==> config.mk <==
export PLATFORM = sky130hd
export DESIGN_NAME = swmc_cell
export DESIGN_NICKNAME = d
export VERILOG_FILES = /design/src/design/swmc_pkg.sv /design/src/design/swmc_cell.sv
export SDC_FILE = /design/constraint.sdc
export NUM_CORES = 1
export LEC_CHECK = 0
export BUFFER_PORTS_ARGS = -buffer_cell sky130_fd_sc_hd__buf_2
export CELL_PAD_IN_SITES_DETAIL_PLACEMENT = 0
export CELL_PAD_IN_SITES_GLOBAL_PLACEMENT = 1
export CORE_MARGIN = 5
export CORE_UTILIZATION = 33
export DETAILED_ROUTE_END_ITERATION = 6
export PLACE_DENSITY = 0.78
export SLEW_MARGIN = 20
export SYNTH_ARGS = -nofsm -noshare
export SYNTH_HDL_FRONTEND = slang
export SYNTH_SLANG_ARGS = --single-unit
==> constraint.sdc <==
create_clock -name clk -period 6.2 [get_ports clk]
set_input_delay 0.93 -clock clk [delete_from_list [all_inputs] [get_ports clk]]
set_output_delay 0.93 -clock clk [all_outputs]
set_load 0.01 [all_outputs]
==> src/design/swmc_pkg.sv <==
`default_nettype none
package swmc_pkg;

  // Window depth; must be a power of two, at least 2 (the adder tree is a full binary tree).
  localparam int MAX_WINDOW  = 64;
  localparam int SAMPLE_BITS = 32;
  localparam int COST_BITS   = 38;
  localparam int WS_BITS     = 7;

  localparam int IDX_BITS    = $clog2(MAX_WINDOW);
  localparam int CNT_BITS    = IDX_BITS + 1;
  localparam int DIFF_BITS   = SAMPLE_BITS + 1;
  localparam int TREE_LEVELS = $clog2(MAX_WINDOW);
  localparam int LVL_BITS    = $clog2(TREE_LEVELS + 1);
  localparam int IN_BYTES    = (SAMPLE_BITS + 7) / 8;
  localparam int OUT_BYTES   = (COST_BITS + 7) / 8;

  // one window entry as handed between neighbor cells
  typedef struct packed {
    logic [SAMPLE_BITS-1:0] val;
    logic [IDX_BITS-1:0]    age;
  } entry_t;

  // broadcast from the sequencer to every cell
  typedef struct packed {
    logic                   load;
    logic                   diff_en;
    logic [SAMPLE_BITS-1:0] x;
    logic [CNT_BITS-1:0]    fill;
    logic                   full;
    logic [CNT_BITS-1:0]    fill_r;
    logic [IDX_BITS-1:0]    oldest;
    logic [IDX_BITS-1:0]    med_idx;
    logic [CNT_BITS-1:0]    k;
    logic [SAMPLE_BITS-1:0] med;
  } ctl_t;

  typedef enum logic [2:0] {
    ST_IDLE,
    ST_MEDIAN,
    ST_DIFF,
    ST_SUM,
    ST_DONE
  } state_t;

endpackage
`default_nettype wire

==> src/design/swmc_cell.sv <==
`default_nettype none
module swmc_cell (
  input  wire logic                             clk,
  input  wire logic [swmc_pkg::IDX_BITS-1:0]    idx,
  input  wire swmc_pkg::ctl_t                   ctl,
  input  wire logic [swmc_pkg::SAMPLE_BITS-1:0] evict_val,
  input  wire swmc_pkg::entry_t                 up_ent,
  input  wire swmc_pkg::entry_t                 dn_r_ent,
  input  wire logic                             dn_sh,
  output      swmc_pkg::entry_t                 ent,
  output      swmc_pkg::entry_t                 r_ent,
  output      logic                             sh,
  output      logic                             ev,
  output      logic [swmc_pkg::SAMPLE_BITS-1:0] med_val,
  output      logic [swmc_pkg::DIFF_BITS-1:0]   diff
);

  logic                           in_f;
  logic                           in_r;
  logic                           in_k;
  logic                           ge;
  swmc_pkg::entry_t               ent_next;
  logic [swmc_pkg::DIFF_BITS-1:0] d;
  logic [swmc_pkg::CNT_BITS-1:0]  idx_ext;

  assign idx_ext = {1'b0, idx};
  assign in_f    = idx_ext < ctl.fill;
  assign in_r    = idx_ext < ctl.fill_r;
  assign in_k    = idx_ext < ctl.k;

  // this entry is the oldest one and leaves the window
  assign ev = ctl.full && in_f && (ent.age == ctl.oldest);

  // at or above the evicted slot: pull the upper neighbor down
  // (the evicted entry is first among equal values, being the oldest)
  assign ge    = ctl.full && (!in_f || ($signed(ent.val) >= $signed(evict_val)));
  assign r_ent = ge ? up_ent : ent;

  // at or above the insert slot
  assign sh = !in_r || ($signed(r_ent.val) > $signed(ctl.x));

  always_comb begin
    if (!sh) begin
      ent_next.val = r_ent.val;
      ent_next.age = r_ent.age + swmc_pkg::IDX_BITS'(1);
    end else if (dn_sh) begin
      ent_next.val = dn_r_ent.val;
      ent_next.age = dn_r_ent.age + swmc_pkg::IDX_BITS'(1);
    end else begin
      ent_next.val = ctl.x;
      ent_next.age = '0;
    end
  end

  assign med_val = (idx == ctl.med_idx) ? ent.val : '0;

  assign d = $signed({ent.val[swmc_pkg::SAMPLE_BITS-1], ent.val})
           - $signed({ctl.med[swmc_pkg::SAMPLE_BITS-1], ctl.med});

  always_ff @(posedge clk) begin
    if (ctl.load) begin
      ent <= ent_next;
    end
    if (ctl.diff_en) begin
      if (!in_k) begin
        diff <= '0;
      end else if (d[swmc_pkg::DIFF_BITS-1]) begin
        diff <= -d;
      end else begin
        diff <= d;
      end
    end
  end

endmodule
`default_nettype wire

* Yosys cells after proc, flatten, opt, wreduce, memory -nomap -nowiden
Cells that the tools add are included.
** Storage, ports and cells
- Register bits :: 71
- Bits in latches :: 0
- Bits in writable memories :: 0
- Memory bits (read-only) :: 0
- Output and inout bits :: 143
- Memories :: 0
** Operators by class
- $add $sub $neg :: 4
- Multipliers :: 0
- Div/mod/pow operators :: 0
- $lt $le $gt $ge :: 5
- Equality and inequality tests :: 2
- Shift-type cells :: 0
- Muxes and demuxes :: 5
- Bitwise operators :: 0
- Reduce and logical (&&, ||, !) cells :: 8
** Operators with widths (count)
- $mux W38 :: 3
- $mux W32 :: 2
- $neg A33 Y33 :: 1
- $sub A32 B32 Y33 :: 1
- $ge A32 B32 Y1 :: 1
- $gt A32 B32 Y1 :: 1
- $lt A6 B7 Y1 :: 3
- $add A6 B1 Y6 const B :: 2
- $eq A6 B6 Y1 :: 2
- $logic_and A1 B1 Y1 :: 3
- $logic_not A1 Y1 :: 2
- $logic_or A1 B1 Y1 :: 2
- $reduce_and A2 Y1 :: 1

* Logic depth before layout (Yosys ltp)
- Depth after elaboration :: 8
- Gate-level depth with buffers :: 23

* Least setup slack after synthesis
No wires, ideal clock.
- Path type :: input port to output port
- Start point :: input evict_val[29] (netlist bit)
- End point :: output sh
- Data arrival time :: 5.295 ns
- Setup slack :: -0.025 ns
- Cell stages on the path :: 21
- Buffers on the path :: 3
- Path through :: inv_1 ha_1 a21o_1 a21o_1 a221oi_1 o21ai_0 nand3b_1 nand2_1 nor2_1 clkbuf_1 mux2_2 ha_1 a21o_1 a21o_1 a221o_1 a21oi_1 o2111ai_1 mux2i_1 o22ai_1 clkbuf_1 buf_2
** RTL lines
- from (decl) :: RTL line swmc_cell.sv:6 : input wire logic [swmc_pkg::SAMPLE_BITS-1:0] evict_val,
- to (decl) :: RTL line swmc_cell.sv:12 : output logic sh,

* Worst setup path after layout
- Start point :: input evict_val[5] (netlist bit)
- End point :: output sh
** On the way
- Longest elaborated chain between the ends :: 6
** RTL lines
- $ge A32 B32 Y1 :: RTL line swmc_cell.sv:36 : assign ge = ctl.full && (!in_f || ($signed(ent.val) >= $signed(evict_val)));
- $logic_or A1 B1 Y1 :: RTL line swmc_cell.sv:36
- $logic_and A1 B1 Y1 :: RTL line swmc_cell.sv:36
- $mux W38 :: RTL line swmc_cell.sv:37 : assign r_ent = ge ? up_ent : ent;
- $gt A32 B32 Y1 :: RTL line swmc_cell.sv:40 : assign sh = !in_r || ($signed(r_ent.val) > $signed(ctl.x));
- $logic_or A1 B1 Y1 :: RTL line swmc_cell.sv:40
No other way between the ends.

==> impl_metrics.tcl <==
set metrics [dict create \
    clock_sinks 71 \
    syn_to_final_growth_pct 34.9 \
    fin_util_pct 45.0 \
    reg2reg_depth 21 \
    via_per_inst 5.04 \
    synth-seq-cells 71 \
    syn_inst 1072 \
    peakVddDrop_mv 0.137 \
    critPathLaunch "evict_val[5]" \
    skew_ns 0.0117 \
    synth_cell_types 76 \
    cp.arrival_ns 5.07 \
    hold_viol 0 \
    cts_buffers 9 \
    cts.htree.levels 3 \
    required_ns 5.27 \
    drt_iter0_drc 358 \
    path_clk_slew_ns 0.06 \
    avgSynthCellArea_um2 8.37 \
    wire_per_inst_um 18.7 \
    synthTopCellsByCount "inv_1, ha_1, nor2_1, a21oi_1, edfxtp_1" \
    leakagePower_uw 0.00601 \
    insertion_delay_ns 0.34 \
    worstReg2RegEnd "ent[0]" \
    yosys-mux-area-fraction_pct 8.67 \
    netlist_area_mm2 0.00897 \
    tightest_slew_ns 0.989 \
    fin_tns_setup_ns 0 \
    synthAdderAreaFrac_pct 16.1 \
    synth_top_family_by_area "compound AO/OA/AOI/OAI gates" \
    grt.total_usage_pct 21.3 \
    yosysSeqAreaShare_pct 23.8 \
    dpl.cell_count 1791 \
    dieArea_mm2 0.0306 \
    r2r_slack_ns 0.70 \
    core-area_mm2 0.0269 \
    root_buffer "clkbuf_16" \
    power_uw 4000 \
    place_congestion 0.932 \
    drc 0 \
    synth_edf_count 71 \
    holdPathStages 2 \
    async_flop_share_pct 0 \
    status "complete, no violations" \
    relSlewSlack_pct 34.1 \
    numPortBuffers 358 \
    r2r-start "ent[15]" \
    vias 9146 \
    io_pins 359 \
    fmax_mhz 167 \
    antenna_found_initial 5 \
    p_per_area_mw_per_mm2 330 \
    crit_fanout 11 \
    start_kind "primary input" \
    yosys.area_share.simple_pct 18.5 \
    cts_tree "yes" \
    place_ws_ns -0.233 \
    yosys.area.top_type "edfxtp_1" \
    grt_pass1_vias 9507 \
    yosys-top-cells-area "edfxtp_1, ha_1, a21oi_1" \
    dieWidth_um 175 \
    synth-main-ff-cell "edfxtp_1" \
    die_y_um 175 \
    fin_ws_ns 0.195 \
    row_count 60 \
    routed_wl_mm 33.9 \
    cts_buffer_depth 2 \
    grt_pass1_wl_mm 51.6 \
    dp_hpwl_mm 28.7 \
    hp-class "register to register" \
    finalSetupViolations 0 \
    yosysWarnings 0 \
    layout.nets 1799 \
    fin_crit_sh_pct 96.9 \
    synth_compound_area_share_pct 19.1 \
    start_util_pct 33.4 \
    worst_setup_path_endpoint "sh" \
    synth.top_cell.area_share_pct 23.8 \
    drive_above_1_share_pct 35.8 \
    fin_crit_ns 6.00 \
    cap_viol_max_count 0 \
    criticalPathCategory "primary input to output port" \
    syn_nets 1403 \
    drv_slew 0 \
    final_cells 1815 \
    yosys.area_share.xor_xnor_pct 6.83 \
    overflow 0 \
    grt_max_degree 77 \
    end_kind "output port" \
    rsz0062_at_grt "yes" \
    drt-pass1-iter-count 5 \
    yosys.cell_count.top_type "inv_1" \
    ant_nets 0 \
]
==> critical path, stage by stage <==
cell	delay [ns]
buf_2	0.08
inv_1	0.04
ha_1	0.30
a21oi_1	0.16
o21ai_1	0.09
a221oi_2	0.30
o211ai_1	0.19
a2111oi_2	0.39
buf_4	0.18
nor2_4	0.04
buf_12	0.14
buf_12	0.14
buf_4	0.15
mux2_2	0.29
ha_1	0.31
a211oi_1	0.26
o31ai_1	0.11
o221ai_1	0.25
o2111ai_2	0.18
mux2i_2	0.19
o22ai_4	0.19
buf_6	0.14
==> report_power, final <==
group / internal [uW] / switching (uW) / total [uW]
Clock: 349 / 207 / 556
Sequential: 770 / 131 / 901
Combinational: 1110 / 1430 / 2540
Total: 2230 / 1770 / 4000
==> worst min path at each step <==
| stage | from | end |
|---|---|---|
| 3_5_place_dp | ent[6] | ent[6] |
| 2_1_floorplan | ent[6] | ent[6] |
| 4_1_cts | ent[6] | ent[6] |
| 3_3_place_gp | ent[6] | ent[6] |
| 6_report | ent[6] | ent[6] |
| 5_1_grt | ent[6] | ent[6] |
==> placed cells by master, fill, tap and decap left out, types with 6 or more instances in the layout <==
master       n
buf_2      356
inv_1      122
nor2_1     106
ha_1       104
a21oi_1     99
edfxtp_1    71
buf_4       64
xnor2_1     54
nand2_1     51
o21ai_0     40
and2_1      38
mux2_2      36
mux2i_1     34
a21o_1      28
nand4_1     21
nand3_1     21
xor2_1      16
nor3_1      13
nor2b_1     11
a31oi_1     11
nand2b_1    10
ha_4        10
clkbuf_16    9
nor4_1       8
o21ai_1      8
o21a_1       7
o211ai_1     6
a211oi_1     6
and3_1       6
==> cells by family (layout without fill, tap and decap cells) <==
| logic type | after synthesis | count (layout) |
|---|---|---|
| multiplexers | 73 | 73 |
| other | 0 | 1 |
| buffers and inverters | 162 | 563 |
| adder cells (fa/ha/maj) | 115 | 115 |
| AND/OR/NAND/NOR | 317 | 317 |
| flip-flops | 71 | 71 |
| AO/OA/AOI/OAI | 264 | 264 |
| XOR/XNOR | 70 | 70 |
==> registers in the layout (all words and copies together) (netlist names) <==
name,cells
ent,38
diff,33
==> per-layer routing <==
| layer | routed length, um | global-route usage (%) | vias to the layer above | share of wire, % |
|---|---|---|---|---|
| met1 | 14100 | 25.6 | 4172 | 42 |
| met5 | 39 | 0 | - | 0.11 |
| met3 | 1890 | 4.91 | 47 | 5.6 |
| met4 | 761 | 5.24 | 6 | 2.2 |
| met2 | 17100 | 38.5 | 264 | 50 |
| li1 | - | - | 4657 | - |
==> layout make-up <==
class | count | area [um^2]
well taps | 341 | 427
clock buffers | 9 | 225
flip-flops and latches | 71 | 2130
multi-input cells | 839 | 6440
repair buffers | 424 | 2330
fillers | 2822 | 14800
diodes | 1 | 2.50
clock inverters | 7 | 87.6
inverters | 123 | 462
==> metrics by stage <==
stage          cell area (um^2)  hold WS [ns]
5_1_grt                   12100         0.919
2_1_floorplan              8970         0.756
6_report                  12100         0.844
3_5_place_dp              11500         0.829
3_3_place_gp              11500         0.851
4_1_cts                   11900         0.849
==> repair_timing <==
item                       CTS  global route
gates cloned                 0             0
buffers inserted             1             6
setup endpoints to repair    1             7
hold buffers                 0             0
resized for setup           11            22
pin swaps                    8            19
(Power assumes the default switching activity.)
